`src/sv/lqa_pkg.sv`:
```
// ============================================================================
// lqa_pkg
// Shared types and constants for the longest-queue arbiter with overload
// admission control.
// ============================================================================
package lqa_pkg;

    // Geometry
    localparam int QUEUE_DEPTH = 16;
    localparam int NUM_QUEUES  = 4;
    localparam int PTR_W       = (QUEUE_DEPTH > 1) ? $clog2(QUEUE_DEPTH) : 1;
    localparam int CNT_W       = $clog2(QUEUE_DEPTH + 1);
    localparam int MEM_DEPTH   = NUM_QUEUES * QUEUE_DEPTH;
    localparam int ADDR_W      = $clog2(MEM_DEPTH);
    localparam int TOT_W       = $clog2(MEM_DEPTH + 1);

    // Field widths
    localparam int QSEL_W  = 2;
    localparam int ID_W    = 16;
    localparam int LEN_W   = 10;
    localparam int SVC_W   = 12;
    localparam int TOTO_W  = 7;
    localparam int LIM_W   = 7;
    localparam int SPD_W   = 10;
    localparam int PEN_W   = 4;
    localparam int EV_W    = 3;
    localparam int ENTRY_W = ID_W + LEN_W;
    localparam int SUM_W   = LEN_W + 1;

    // Divider: one quotient bit per step
    localparam int DIV_STEPS = SUM_W;
    localparam int DCNT_W    = $clog2(DIV_STEPS + 1);

    // Stream packing
    localparam int S_TDATA_W = 16;
    localparam int M_TDATA_W = 48;
    localparam int CFG_IDX_W = 2;
    localparam int CFG_DAT_W = 10;

    // Register reset values
    localparam logic [LIM_W-1:0] LIMIT_RST   = LIM_W'(10);
    localparam logic [LEN_W-1:0] PATH_RST    = LEN_W'(100);
    localparam logic [SPD_W-1:0] SPEED_RST   = SPD_W'(100);
    localparam logic [PEN_W-1:0] PENALTY_RST = PEN_W'(4);
    localparam logic [SVC_W-1:0] SVC_MAX     = '1;

    typedef enum logic [EV_W-1:0] {
        EV_ADMIT   = 3'd0,
        EV_REFUSED = 3'd1,
        EV_ENTER   = 3'd2,
        EV_CLEAR   = 3'd3,
        EV_FULL    = 3'd4,
        EV_GRANT   = 3'd5,
        EV_EMPTY   = 3'd6
    } t_event;

    typedef enum logic {
        ACT_ARRIVE = 1'b0,
        ACT_SERVE  = 1'b1
    } t_action;

    typedef enum logic [CFG_IDX_W-1:0] {
        CFG_LIMIT   = 2'd0,
        CFG_PATH    = 2'd1,
        CFG_SPEED   = 2'd2,
        CFG_PENALTY = 2'd3
    } t_cfg_index;

    typedef enum logic [2:0] {
        S_IDLE,
        S_EXEC,
        S_READ,
        S_DIV,
        S_FIN,
        S_HOLD
    } t_state;

    // Controller to datapath
    typedef struct packed {
        logic load;
        logic exec;
        logic rd_take;
        logic div_step;
        logic finish;
        logic out_load;
    } t_cmd;

    // Datapath to controller
    typedef struct packed {
        logic to_grant;
        logic div_last;
        logic out_free;
    } t_status;

endpackage

```
`src/sv/lqa_ctrl.sv`:
```
// ============================================================================
// lqa_ctrl
// Sequencer: accept, decide, then for a grant fetch head entry, divide and finish, hand off.
// ============================================================================
module lqa_ctrl
    import lqa_pkg::*;
(
    input  logic    i_clk,
    input  logic    i_rst_n,
    input  logic    i_in_valid,
    input  t_status i_status,
    output logic    o_in_ready,
    output t_cmd    o_cmd
);

    t_state r_state;
    t_state n_state;

    // State register
    always_ff @(posedge i_clk) begin
        if (!i_rst_n) begin
            r_state <= S_IDLE;
        end else begin
            r_state <= n_state;
        end
    end

    // Next state
    always_comb begin
        n_state = r_state;
        unique case (r_state)
            S_IDLE: begin
                if (i_in_valid) n_state = S_EXEC;
            end
            S_EXEC: begin
                n_state = i_status.to_grant ? S_READ : S_HOLD;
            end
            S_READ: n_state = S_DIV;
            S_DIV: begin
                if (i_status.div_last) n_state = S_FIN;
            end
            S_FIN:  n_state = S_HOLD;
            S_HOLD: begin
                if (i_status.out_free) n_state = S_IDLE;
            end
            default: n_state = S_IDLE;
        endcase
    end

    // Outputs
    always_comb begin
        o_cmd      = '0;
        o_in_ready = 1'b0;
        unique case (r_state)
            S_IDLE: begin
                o_in_ready = 1'b1;
                o_cmd.load = i_in_valid;
            end
            S_EXEC: o_cmd.exec     = 1'b1;
            S_READ: o_cmd.rd_take  = 1'b1;
            S_DIV:  o_cmd.div_step = 1'b1;
            S_FIN:  o_cmd.finish   = 1'b1;
            S_HOLD: o_cmd.out_load = i_status.out_free;
            default: o_cmd = '0;
        endcase
    end

endmodule

```
`src/sv/lqa_dp.sv`:
```
// ============================================================================
// lqa_dp
// Datapath: queue pointers and counts, entry memory, admission logic,
// longest-queue selection, serial divider and output register.
// ============================================================================
module lqa_dp
    import lqa_pkg::*;
(
    input  logic               i_clk,
    input  logic               i_rst_n,
    input  t_cmd               i_cmd,
    output t_status            o_status,
    // latched input item
    input  t_action            i_action,
    input  logic [QSEL_W-1:0]  i_sel,
    input  logic [LEN_W-1:0]   i_len,
    input  logic               i_fault,
    // configuration
    input  logic [LIM_W-1:0]   i_limit,
    input  logic [LEN_W-1:0]   i_path,
    input  logic [SPD_W-1:0]   i_speed,
    input  logic [PEN_W-1:0]   i_penalty,
    // result
    output logic               o_out_valid,
    input  logic               i_out_ready,
    output t_event             o_ev,
    output logic [QSEL_W-1:0]  o_gq,
    output logic [ID_W-1:0]    o_id,
    output logic [LEN_W-1:0]   o_glen,
    output logic [SVC_W-1:0]   o_svc,
    output logic [TOTO_W-1:0]  o_total,
    output logic               o_ovl
);

    // Queue state
    logic [PTR_W-1:0] r_head [NUM_QUEUES];
    logic [PTR_W-1:0] r_tail [NUM_QUEUES];
    logic [CNT_W-1:0] r_cnt  [NUM_QUEUES];
    logic [TOT_W-1:0] r_total;
    logic [ID_W-1:0]  r_next_id;
    logic             r_ovl;

    // Latched item
    t_action           r_action;
    logic [QSEL_W-1:0] r_sel;
    logic [LEN_W-1:0]  r_len;
    logic              r_fault;

    // Entry memory
    logic [ENTRY_W-1:0] r_mem [MEM_DEPTH];
    logic [ENTRY_W-1:0] r_rd;

    // Result under construction
    t_event            r_ev;
    logic [QSEL_W-1:0] r_gq;
    logic [ID_W-1:0]   r_id;
    logic [LEN_W-1:0]  r_glen;
    logic [SVC_W-1:0]  r_svc;

    // Divider
    logic [SUM_W-1:0]  r_num;
    logic [SPD_W-1:0]  r_rem;
    logic [DCNT_W-1:0] r_dcnt;

    // Output register
    logic              r_out_valid;
    t_event            r_o_ev;
    logic [QSEL_W-1:0] r_o_gq;
    logic [ID_W-1:0]   r_o_id;
    logic [LEN_W-1:0]  r_o_glen;
    logic [SVC_W-1:0]  r_o_svc;
    logic [TOTO_W-1:0] r_o_total;
    logic              r_o_ovl;

    // Decision signals
    logic [QSEL_W-1:0] w_best;
    logic              w_any;
    logic              w_full;
    t_event            w_ev;
    logic              w_take_id;
    logic              w_write;
    logic              w_pop;
    logic              w_set_ovl;
    logic              w_clr_ovl;
    logic [ADDR_W-1:0] w_waddr;
    logic [ADDR_W-1:0] w_raddr;
    logic [SUM_W-1:0]  w_trial;
    logic              w_ge;
    logic [SUM_W-1:0]  w_diff;

    // Longest queue, lower index wins ties
    always_comb begin
        w_best = '0;
        for (int q = 1; q < NUM_QUEUES; q++) begin
            if (r_cnt[q] > r_cnt[w_best]) w_best = QSEL_W'(q);
        end
    end

    assign w_any  = (r_total != '0);
    assign w_full = (r_cnt[r_sel] == CNT_W'(QUEUE_DEPTH));

    // Admission and grant decision
    always_comb begin
        w_ev      = EV_EMPTY;
        w_take_id = 1'b0;
        w_write   = 1'b0;
        w_pop     = 1'b0;
        w_set_ovl = 1'b0;
        w_clr_ovl = 1'b0;
        if (r_action == ACT_ARRIVE) begin
            priority if (r_ovl && w_any) begin
                w_ev = EV_REFUSED;
            end else if (!r_ovl && (32'(r_total) > 32'(i_limit))) begin
                w_ev      = EV_ENTER;
                w_set_ovl = 1'b1;
            end else if (r_ovl) begin
                w_ev      = EV_CLEAR;
                w_clr_ovl = 1'b1;
            end else begin
                w_take_id = 1'b1;
                w_write   = !w_full;
                w_ev      = w_full ? EV_FULL : EV_ADMIT;
            end
        end else if (w_any) begin
            w_ev  = EV_GRANT;
            w_pop = 1'b1;
        end
    end

    assign w_waddr = ADDR_W'(r_sel) * ADDR_W'(QUEUE_DEPTH) + ADDR_W'(r_tail[r_sel]);
    assign w_raddr = ADDR_W'(w_best) * ADDR_W'(QUEUE_DEPTH) + ADDR_W'(r_head[w_best]);

    // Divider step: shift in next dividend bit, subtract when it fits
    assign w_trial = {r_rem, r_num[SUM_W-1]};
    assign w_ge    = (w_trial >= SUM_W'(i_speed));
    assign w_diff  = w_trial - SUM_W'(i_speed);

    // Status
    assign o_status.to_grant = (r_action == ACT_SERVE) && w_any;
    assign o_status.div_last = (r_dcnt == DCNT_W'(DIV_STEPS - 1));
    assign o_status.out_free = !r_out_valid || i_out_ready;

    // Queue control state
    always_ff @(posedge i_clk) begin
        if (!i_rst_n) begin
            for (int q = 0; q < NUM_QUEUES; q++) begin
                r_head[q] <= '0;
                r_tail[q] <= '0;
                r_cnt[q]  <= '0;
            end
            r_total   <= '0;
            r_next_id <= '0;
            r_ovl     <= 1'b0;
        end else if (i_cmd.exec) begin
            if (w_set_ovl) r_ovl <= 1'b1;
            if (w_clr_ovl) r_ovl <= 1'b0;
            if (w_take_id) r_next_id <= r_next_id + 1'b1;
            if (w_write) begin
                r_tail[r_sel] <= (r_tail[r_sel] == PTR_W'(QUEUE_DEPTH - 1))
                                 ? '0 : r_tail[r_sel] + 1'b1;
                r_cnt[r_sel]  <= r_cnt[r_sel] + 1'b1;
                r_total       <= r_total + 1'b1;
            end
            if (w_pop) begin
                r_head[w_best] <= (r_head[w_best] == PTR_W'(QUEUE_DEPTH - 1))
                                  ? '0 : r_head[w_best] + 1'b1;
                r_cnt[w_best]  <= r_cnt[w_best] - 1'b1;
                r_total        <= r_total - 1'b1;
            end
        end
    end

    // Entry memory: one write port, one registered read port
    always_ff @(posedge i_clk) begin
        if (w_write && i_cmd.exec) r_mem[w_waddr] <= {r_next_id, r_len};
        if (i_cmd.exec) r_rd <= r_mem[w_raddr];
    end

    // Item latch, result fields and divider
    always_ff @(posedge i_clk) begin
        if (i_cmd.load) begin
            r_action <= i_action;
            r_sel    <= i_sel;
            r_len    <= i_len;
            r_fault  <= i_fault;
        end
        if (i_cmd.exec) begin
            r_ev   <= w_ev;
            r_gq   <= w_take_id ? r_sel : (w_pop ? w_best : '0);
            r_id   <= w_take_id ? r_next_id : '0;
            r_glen <= '0;
            r_svc  <= '0;
        end
        if (i_cmd.rd_take) begin
            r_id   <= r_rd[ENTRY_W-1:LEN_W];
            r_glen <= r_rd[LEN_W-1:0];
            r_num  <= SUM_W'(r_rd[LEN_W-1:0]) + SUM_W'(i_path);
            r_rem  <= '0;
            r_dcnt <= '0;
        end
        if (i_cmd.div_step) begin
            r_rem  <= w_ge ? w_diff[SPD_W-1:0] : w_trial[SPD_W-1:0];
            r_num  <= {r_num[SUM_W-2:0], w_ge};
            r_dcnt <= r_dcnt + 1'b1;
        end
        if (i_cmd.finish) begin
            if (i_speed == '0) begin
                r_svc <= SVC_MAX;
            end else begin
                r_svc <= SVC_W'(r_num) + (r_fault ? SVC_W'(i_penalty) : '0);
            end
        end
    end

    // Output valid
    always_ff @(posedge i_clk) begin
        if (!i_rst_n) begin
            r_out_valid <= 1'b0;
        end else if (i_cmd.out_load) begin
            r_out_valid <= 1'b1;
        end else if (i_out_ready) begin
            r_out_valid <= 1'b0;
        end
    end

    // Output payload
    always_ff @(posedge i_clk) begin
        if (i_cmd.out_load) begin
            r_o_ev    <= r_ev;
            r_o_gq    <= r_gq;
            r_o_id    <= r_id;
            r_o_glen  <= r_glen;
            r_o_svc   <= r_svc;
            r_o_total <= TOTO_W'(r_total);
            r_o_ovl   <= r_ovl;
        end
    end

    assign o_out_valid = r_out_valid;
    assign o_ev        = r_o_ev;
    assign o_gq        = r_o_gq;
    assign o_id        = r_o_id;
    assign o_glen      = r_o_glen;
    assign o_svc       = r_o_svc;
    assign o_total     = r_o_total;
    assign o_ovl       = r_o_ovl;

endmodule

```
`src/sv/longest_queue_arbiter_with_overload_top.sv`:
```
// ============================================================================
// longest_queue_arbiter_with_overload_top
// Four-queue longest-queue-first arbiter with overload admission control.
// ============================================================================
// Takes one transaction at a time. An arrival, or a serve with nothing
// waiting, goes through the decide step and then the output register; a
// grant goes through decide, one head-entry memory read, an 11-step restoring
// divider for the service time, a finishing add, then the output register.
// The output register lets a finished result wait while the next item is
// accepted. Configuration registers are written through the cfg channel,
// which is always ready; write them only while the block is idle.
// ============================================================================
module longest_queue_arbiter_with_overload_top
    import lqa_pkg::*;
(
    input  logic                 i_clk,
    input  logic                 i_rst_n,
    // input stream
    input  logic                 i_s_axis_tvalid,
    output logic                 o_s_axis_tready,
    // [1:0] queue_select, [11:2] item_length, [12] fault_flag, [15:13] zero
    input  logic [S_TDATA_W-1:0] i_s_axis_tdata,
    // [0] action
    input  logic                 i_s_axis_tuser,
    // result stream
    output logic                 o_m_axis_tvalid,
    input  logic                 i_m_axis_tready,
    // [1:0] granted_queue, [17:2] item_id, [27:18] granted_length,
    // [39:28] service_time, [46:40] total_waiting, [47] overload_active
    output logic [M_TDATA_W-1:0] o_m_axis_tdata,
    // [2:0] event_code
    output logic [EV_W-1:0]      o_m_axis_tuser,
    // configuration write channel
    input  logic                 i_cfg_valid,
    output logic                 o_cfg_ready,
    input  logic [CFG_IDX_W-1:0] i_cfg_index,
    input  logic [CFG_DAT_W-1:0] i_cfg_data
);

    logic [LIM_W-1:0] r_limit;
    logic [LEN_W-1:0] r_path;
    logic [SPD_W-1:0] r_speed;
    logic [PEN_W-1:0] r_penalty;

    t_cmd              w_cmd;
    t_status           w_status;
    t_event            w_ev;
    logic [QSEL_W-1:0] w_gq;
    logic [ID_W-1:0]   w_id;
    logic [LEN_W-1:0]  w_glen;
    logic [SVC_W-1:0]  w_svc;
    logic [TOTO_W-1:0] w_total;
    logic              w_ovl;

    // Configuration registers
    assign o_cfg_ready = 1'b1;

    always_ff @(posedge i_clk) begin
        if (!i_rst_n) begin
            r_limit   <= LIMIT_RST;
            r_path    <= PATH_RST;
            r_speed   <= SPEED_RST;
            r_penalty <= PENALTY_RST;
        end else if (i_cfg_valid) begin
            unique case (t_cfg_index'(i_cfg_index))
                CFG_LIMIT:   r_limit   <= i_cfg_data[LIM_W-1:0];
                CFG_PATH:    r_path    <= i_cfg_data[LEN_W-1:0];
                CFG_SPEED:   r_speed   <= i_cfg_data[SPD_W-1:0];
                CFG_PENALTY: r_penalty <= i_cfg_data[PEN_W-1:0];
                default: ;
            endcase
        end
    end

    // Sequencer
    lqa_ctrl u_ctrl (
        .i_clk      (i_clk),
        .i_rst_n    (i_rst_n),
        .i_in_valid (i_s_axis_tvalid),
        .i_status   (w_status),
        .o_in_ready (o_s_axis_tready),
        .o_cmd      (w_cmd)
    );

    // Datapath
    lqa_dp u_dp (
        .i_clk       (i_clk),
        .i_rst_n     (i_rst_n),
        .i_cmd       (w_cmd),
        .o_status    (w_status),
        .i_action    (t_action'(i_s_axis_tuser)),
        .i_sel       (i_s_axis_tdata[1:0]),
        .i_len       (i_s_axis_tdata[11:2]),
        .i_fault     (i_s_axis_tdata[12]),
        .i_limit     (r_limit),
        .i_path      (r_path),
        .i_speed     (r_speed),
        .i_penalty   (r_penalty),
        .o_out_valid (o_m_axis_tvalid),
        .i_out_ready (i_m_axis_tready),
        .o_ev        (w_ev),
        .o_gq        (w_gq),
        .o_id        (w_id),
        .o_glen      (w_glen),
        .o_svc       (w_svc),
        .o_total     (w_total),
        .o_ovl       (w_ovl)
    );

    // Result packing
    assign o_m_axis_tuser = w_ev;
    assign o_m_axis_tdata = {w_ovl, w_total, w_svc, w_glen, w_id, w_gq};

endmodule
```
`config.mk`:
```
export PLATFORM = sky130hd
export DESIGN_NAME = longest_queue_arbiter_with_overload_top
export DESIGN_NICKNAME = d
export VERILOG_FILES = /design/src/sv/lqa_pkg.sv /design/src/sv/lqa_ctrl.sv /design/src/sv/lqa_dp.sv /design/src/sv/longest_queue_arbiter_with_overload_top.sv
export SDC_FILE = /design/constraint.sdc
export NUM_CORES = 2
export LEC_CHECK = 0
export BUFFER_PORTS_ARGS = -buffer_cell sky130_fd_sc_hd__buf_2
export CORE_AREA = 3 3 399 401
export CTS_CLUSTER_DIAMETER = 40
export DETAILED_ROUTE_END_ITERATION = 6
export DIE_AREA = 0 0 402 404
export PLACE_DENSITY = 0.69
export SETUP_SLACK_MARGIN = 0.2
export SLEW_MARGIN = 10
export SYNTH_ARGS = -nofsm -noshare
export SYNTH_HDL_FRONTEND = slang
export SYNTH_SLANG_ARGS = --single-unit
```
`constraint.sdc`:
```
create_clock -name i_clk -period 6.1 [get_ports i_clk]
set_input_delay 0.915 -clock i_clk [delete_from_list [all_inputs] [get_ports i_clk]]
set_output_delay 0.915 -clock i_clk [all_outputs]
set_load 0.005 [all_outputs]
```
After elaboration in Yosys (flattened, before gate mapping)
Memories as Yosys holds them, arrays and structs flattened. A register that Yosys moved wholly into a read port is not among the register bits.
Index checks and enable logic that the tools add are counted.

word-level totals
  input bits = 34
  memories = 4
  logic and storage cells = 184
  output and inout port bits = 54
  bits in writable memories = 1716
  bits in registers = 192

cells by class
  equal/unequal tests = 15
  add/subtract/negate cells = 13
  reduce and logical (&&, ||, !) cells = 30
  multiplexer cells = 89
  $lt $le $gt $ge = 5

memories
  name         depth  bits a word  read ports  clocked after Yosys merged registers in  write ports  line          text
  u_dp.r_mem   64     26           1           1                                        1            lqa_dp.sv:50  logic [ENTRY_W-1:0] r_mem [MEM_DEPTH];
  u_dp.r_cnt   4      5            8           1                                        4            lqa_dp.sv:38  logic [CNT_W-1:0] r_cnt [NUM_QUEUES];
  u_dp.r_head  4      4            1           0                                        4            lqa_dp.sv:36  logic [PTR_W-1:0] r_head [NUM_QUEUES];
  u_dp.r_tail  4      4            1           1                                        4            lqa_dp.sv:37  logic [PTR_W-1:0] r_tail [NUM_QUEUES];

operators with widths
  cell                     count
  $mux W10                 5
  $mux W16                 3
  $mux W1                  44
  $mux W12                 3
  $mux W4                  7
  $mux W3                  9
  $mux W11                 2
  $mux W2                  11
  $pmux W3 S6              1
  $add A16 B1 Y16 const B  1
  $gt A5 B5 Y1             3
  $mux W7                  2
  $reduce_and A2 Y1        7
  $add A11 B12 Y12         1
  $add A4 B1 Y4 const B    3
  $add A6 B4 Y6            2
  $eq A4 B4 Y1 const B     3
  $reduce_bool A2 Y1       6
  $add A10 B10 Y11         1
  $ge A11 B10 Y1           1
  $logic_not A10 Y1        1
  $mux W5                  2
  $reduce_or A5 Y1         2
  $sub A10 B10 Y10         1
  21 further kinds         31

Logic depth before layout (Yosys ltp)
  depth in word-level cells = 13
  gate-level depth with buffers = 30
  gate-level depth less buffers = 24

Modules after synthesis
A second synthesis with hierarchy kept.

unflattened totals
  cell total of the unflattened synthesis = 5205
  area, all modules = 77216.6 µm²

by module, submodules not included
  module                                   seq. area each (µm²)  cells an instance  instances  area an instance (µm²)
  lqa_dp                                   56844.5               5050               1          75750.2
  longest_queue_arbiter_with_overload_top  620.6                 122                1          1241.2
  lqa_ctrl                                 60.1                  33                 1          225.2

Worst setup path before layout
Ideal clock, no wire load.

  kind = register to register
  start = memory u_dp.r_cnt[1][2] in the netlist's numbering
  end = memory u_dp.r_head[2][3] in the netlist's numbering (data pin)
  required time = 5.843 ns
  stages on the path, launching flop included = 29
  buffers on the path = 6
  clock period less this slack = 6.065 ns
  setup slack = 0.035 ns
  data arrival time = 5.808 ns
  library setup time = 0.257 ns
  cells stage by stage = edfxtp_1 -> ha_1 -> a211oi_2 -> o221ai_4 -> nand2_2 -> mux2i_1 -> ha_1 -> and4_1 -> a21oi_1 -> a21o_1 -> buf_2 -> buf_1 -> mux2_2 -> ha_1 -> nand2_1 -> or2_1 -> o21a_1 -> buf_2 -> a211oi_4 -> nor2_4 -> clkinv_2 -> buf_4 -> buf_4 -> buf_2 -> ha_1 -> a21oi_1 -> o21ai_0 -> a21o_1 -> nor2_1

RTL lines
  what         line
  from (decl)  lqa_dp.sv:38
  to (decl)    lqa_dp.sv:36

==> impl_metrics.csv <==
group,metric,value,unit
outcome,status,"finished, violations left",
outcome,violations,"design-rule violations",
routing,drc,2,
finish,final_util,0.619,
synth,synth_warnings,0,
sta,worst_slew_pin_slew,1.05,ns
setup_path,critPathKind,"register to register",
sta,clock_skew,0.0583,ns
synth,syn-cell-area,0.0792,mm^2
clocking,cts_tree,"yes",
floorplan,dieArea,0.162,mm^2
synth,synthFlopType,"edfxtp_1",
clocking,clock_latency,0.86,ns
clocking,clock_path_buffers,3,
run,cap_violations,0,
clocking,cts_buffers,235,
setup_path,crit_fanout,11,
finish,seqCellArea,0.0575,mm^2
power_and_ir_drop,p_leak,34.1,nW
synth,syn_nets,5862,
global_route,use_met3,0.0623,
synth,synth-async-reset-ratio,0,
power_and_ir_drop,ir_drop,0.000465,V
setup_path,worstPathArrival,6.68,ns
finish,layout_commonest_cell,"edfxtp_1",
setup_path,cp.required,6.71,ns
placement,io_buffers,83,
floorplan,initial_core_util,0.508,
setup_path,reg2reg_depth,30,
sta,setup_viol,0,
sta,layout_setup_ws,0.0317,ns
setup_path,r2r_setup_slack,0.03,ns
routing,vias_per_cell,6.22,
power_and_ir_drop,switchingPower,22.8,mW
floorplan,dieWidth,402,um
power_and_ir_drop,power.total,57.5,mW
placement,place_inst,8027,
power_and_ir_drop,p_per_area,596,mW/mm^2
routing,wl_per_cell,27.1,um
placement,place_hpwl,132000,um
power_and_ir_drop,clkPwrFrac,0.243,
power_and_ir_drop,comb_power_share,0.477,
setup_path,cp-start-kind,"register",
sta,whs,0.234,ns
routing,drt_pass1_iterations,7,
global_route,grt_pass1_vias,51400,
sta,rsz0062_at_grt,"true",
routing,wl,232000,um
synth,synth.top_cell.area_share,0.711,
routing,drtIter0Drc,7591,
power_and_ir_drop,power.internal,34.7,mW
power_and_ir_drop,seqPwrFrac,0.280,
clocking,htreeDepth,4,
placement,dp_slack,-0.526,ns
floorplan,num_rows,145,
synth,yosys.area.top_type,"edfxtp_1",
synth,synthTopCellsByArea,"edfxtp_1 71%, nand2_1 5.3%, nand3_1 2.9%, a21oi_1 2.7%, mux2i_1 2.2%",
clocking,clock_sinks,1936,
synth,ys_ff_latch,1936,
sta,hold_viol,0,
finish,synthToLayoutAreaGrowth,21.9,%
sta,drv_slew,0,
worst_hold_path,holdPathEnd,"u_dp.r_action",
finish,multiInputGateArea,0.0212,mm^2
sta,slew_headroom,0.298,
finish,drive_above_1_share,0.223,
worst_hold_path,min_from,"i_s_axis_tuser",
global_route,grt-busiest-layer,"met2",
routing,via_count,53300,
sta,min_period_over_period,0.995,
synth,syn_inst,5765,
global_route,grt_pass1_wl,331000,um
setup_path,rr_startpoint,"u_dp.r_cnt[0][2]",
global_route,antenna_found_initial,3,
global_route,grt_util_met2,0.428,
setup_path,r2r-end,"u_dp.r_rd[14]",
global_route,grt_overflow_total,0,
global_route,grt_usage,0.274,
synth,postSynthAreaPerCell,13.7,um^2
floorplan,die_y,404,um
power_and_ir_drop,switching_share,0.396,
worst_hold_path,hold_path_depth,1,
finish,final_cells,8582,
clocking,cts_root_buf,"clkbuf_16",
finish,layout.cells.most_common_list,"1875 x edfxtp_1, 1110 x nand2_1, 423 x nand3_1, 417 x buf_4, 400 x a21oi_1",
global_route,grt_max_degree,87,
setup_path,path_common_cell,"buf_16",
sta,period_needed,6.07,ns
worst_hold_path,hold_class,"primary input to register",
finish,nNetsFinal,6409,
finish,nFillCells,11100,
synth,synth_edf_count,1875,
setup_path,slowest_stage,"edfxtp_1",
synth,ys_types,84,
setup_path,critPathMaxStageDelay,0.41,ns
routing,antenna_left,0,
clocking,clk_pin_slew,0.06,ns
placement,gp_congestion,0.901,
floorplan,design.core.area,0.156,mm^2
setup_path,endpoint_kind,"register",
sta,fmax,165,MHz
synth,seq_area_frac_synth,0.726,
global_route,met1_usage,0.369,
floorplan,num_io_pins,88,
==> routing by layer <==
metal  vias up  routed length [um]  part of all wire
met1     26400               87100              0.37
met2      3246              108000              0.46
met4         0               10800             0.046
met3       576               26900              0.12
li1      23100                   -                 -
met5         -                   0                 0
==> flip-flops by register name (all words and copies together), names as in the netlist, 11 cells and up, named ones only <==
name	flops
u_dp.r_num	11
u_dp.r_mem	1664
u_dp.r_tail	16
u_dp.o_id	16
u_dp.r_id	16
u_dp.o_svc	12
u_dp.r_svc	12
u_dp.r_rd	26
u_dp.r_next_id	16
u_dp.r_cnt	20
u_dp.r_head	16
==> how the worst max path moves through the flow <==
| stage | from | endpoint | cells after the start |
|---|---|---|---|
| 6_report | u_dp.r_cnt[0][2] | u_dp.r_rd[14] | 30 |
| 3_5_place_dp | u_dp.r_cnt[1][2] | u_dp.r_rd[19] | 26 |
| 5_1_grt | u_dp.r_cnt[0][2] | u_dp.r_rd[14] | 30 |
| 3_3_place_gp | u_dp.r_cnt[1][2] | u_dp.r_rd[17] | 27 |
| 4_1_cts | u_dp.r_cnt[0][2] | u_dp.r_rd[12] | 29 |
| 2_1_floorplan | u_dp.r_cnt[1][2] | u_dp.r_head[2][3] | 28 |
==> layout make-up <==
| class | instances | area share |
|---|---|---|
| clock inverters | 177 | 0.0193 |
| diodes | 2 | 0.0000518 |
| well taps | 2058 | 0.0267 |
| flip-flops and latches | 1936 | 0.596 |
| repair inverters | 3 | 0.000376 |
| multi-input cells | 3386 | 0.219 |
| inverters | 75 | 0.00336 |
| repair buffers | 675 | 0.0722 |
| clock buffers | 270 | 0.0631 |
==> worst max-delay path: cells and delay by family (launching register included) <==
family	cells	cell delay (ns)
adder cells (fa/ha/maj)	3	0.80
buffers and inverters	9	1.24
AO/OA/AOI/OAI	9	1.82
multiplexers	2	0.57
flip-flops	1	0.41
AND/OR/NAND/NOR	7	0.95
==> power groups by stage <==
stage	Combinational, mW	Sequential (mW)	Clock, mW
floorplan	11.9	16.2	0
global placement	22.3	16.3	0
detailed placement	22.6	16.3	0
CTS	25.0	16.1	14.0
global route	28.7	16.1	14.6
finish	27.5	16.1	14.0
==> per-stage QoR <==
step	setup TNS [ns]	instance area [um^2]
after floorplan	0	79200
final	0	96600
after global routing	-1.83	96600
after detailed placement	-8.20	85300
after global placement	-5.59	85300
after CTS	0	95000
==> cells by family after synthesis <==
family	synth area share
buf+inv	0.0248
mux	0.0408
other cells	0.0000473
xor+xnor	0.00497
fa+ha+maj	0.0103
compound gates	0.0852
flops	0.726
simple gates	0.108
==> Yosys cell counts, types with 23 or more instances <==
master and n:
edfxtp_1 1875, nand2_1 1115, nand3_1 456, a21oi_1 421
nor2_1 188, mux2i_1 177, clkbuf_1 169, buf_2 147
a222oi_1 105, nor3_1 88, o221ai_1 73, inv_1 72
mux2_2 63, dfxtp_1 61, a22oi_1 60, ha_1 59
o22ai_1 58, o21ai_0 51, o21ai_1 34, a211oi_1 33
nand4_1 33, buf_1 30, a31oi_1 29, mux2_1 25
o211a_1 25, xor2_1 23
==> what timing repair did <==
action	in CTS	in global routing
hold endpoints to repair	0	0
setup buffers	34	33
endpoints found under the setup margin	30	38
gates cloned	19	20
hold buffers	0	0
resized for setup	165	163
pin swaps	46	46
Power figures use the tool's default switching activity.
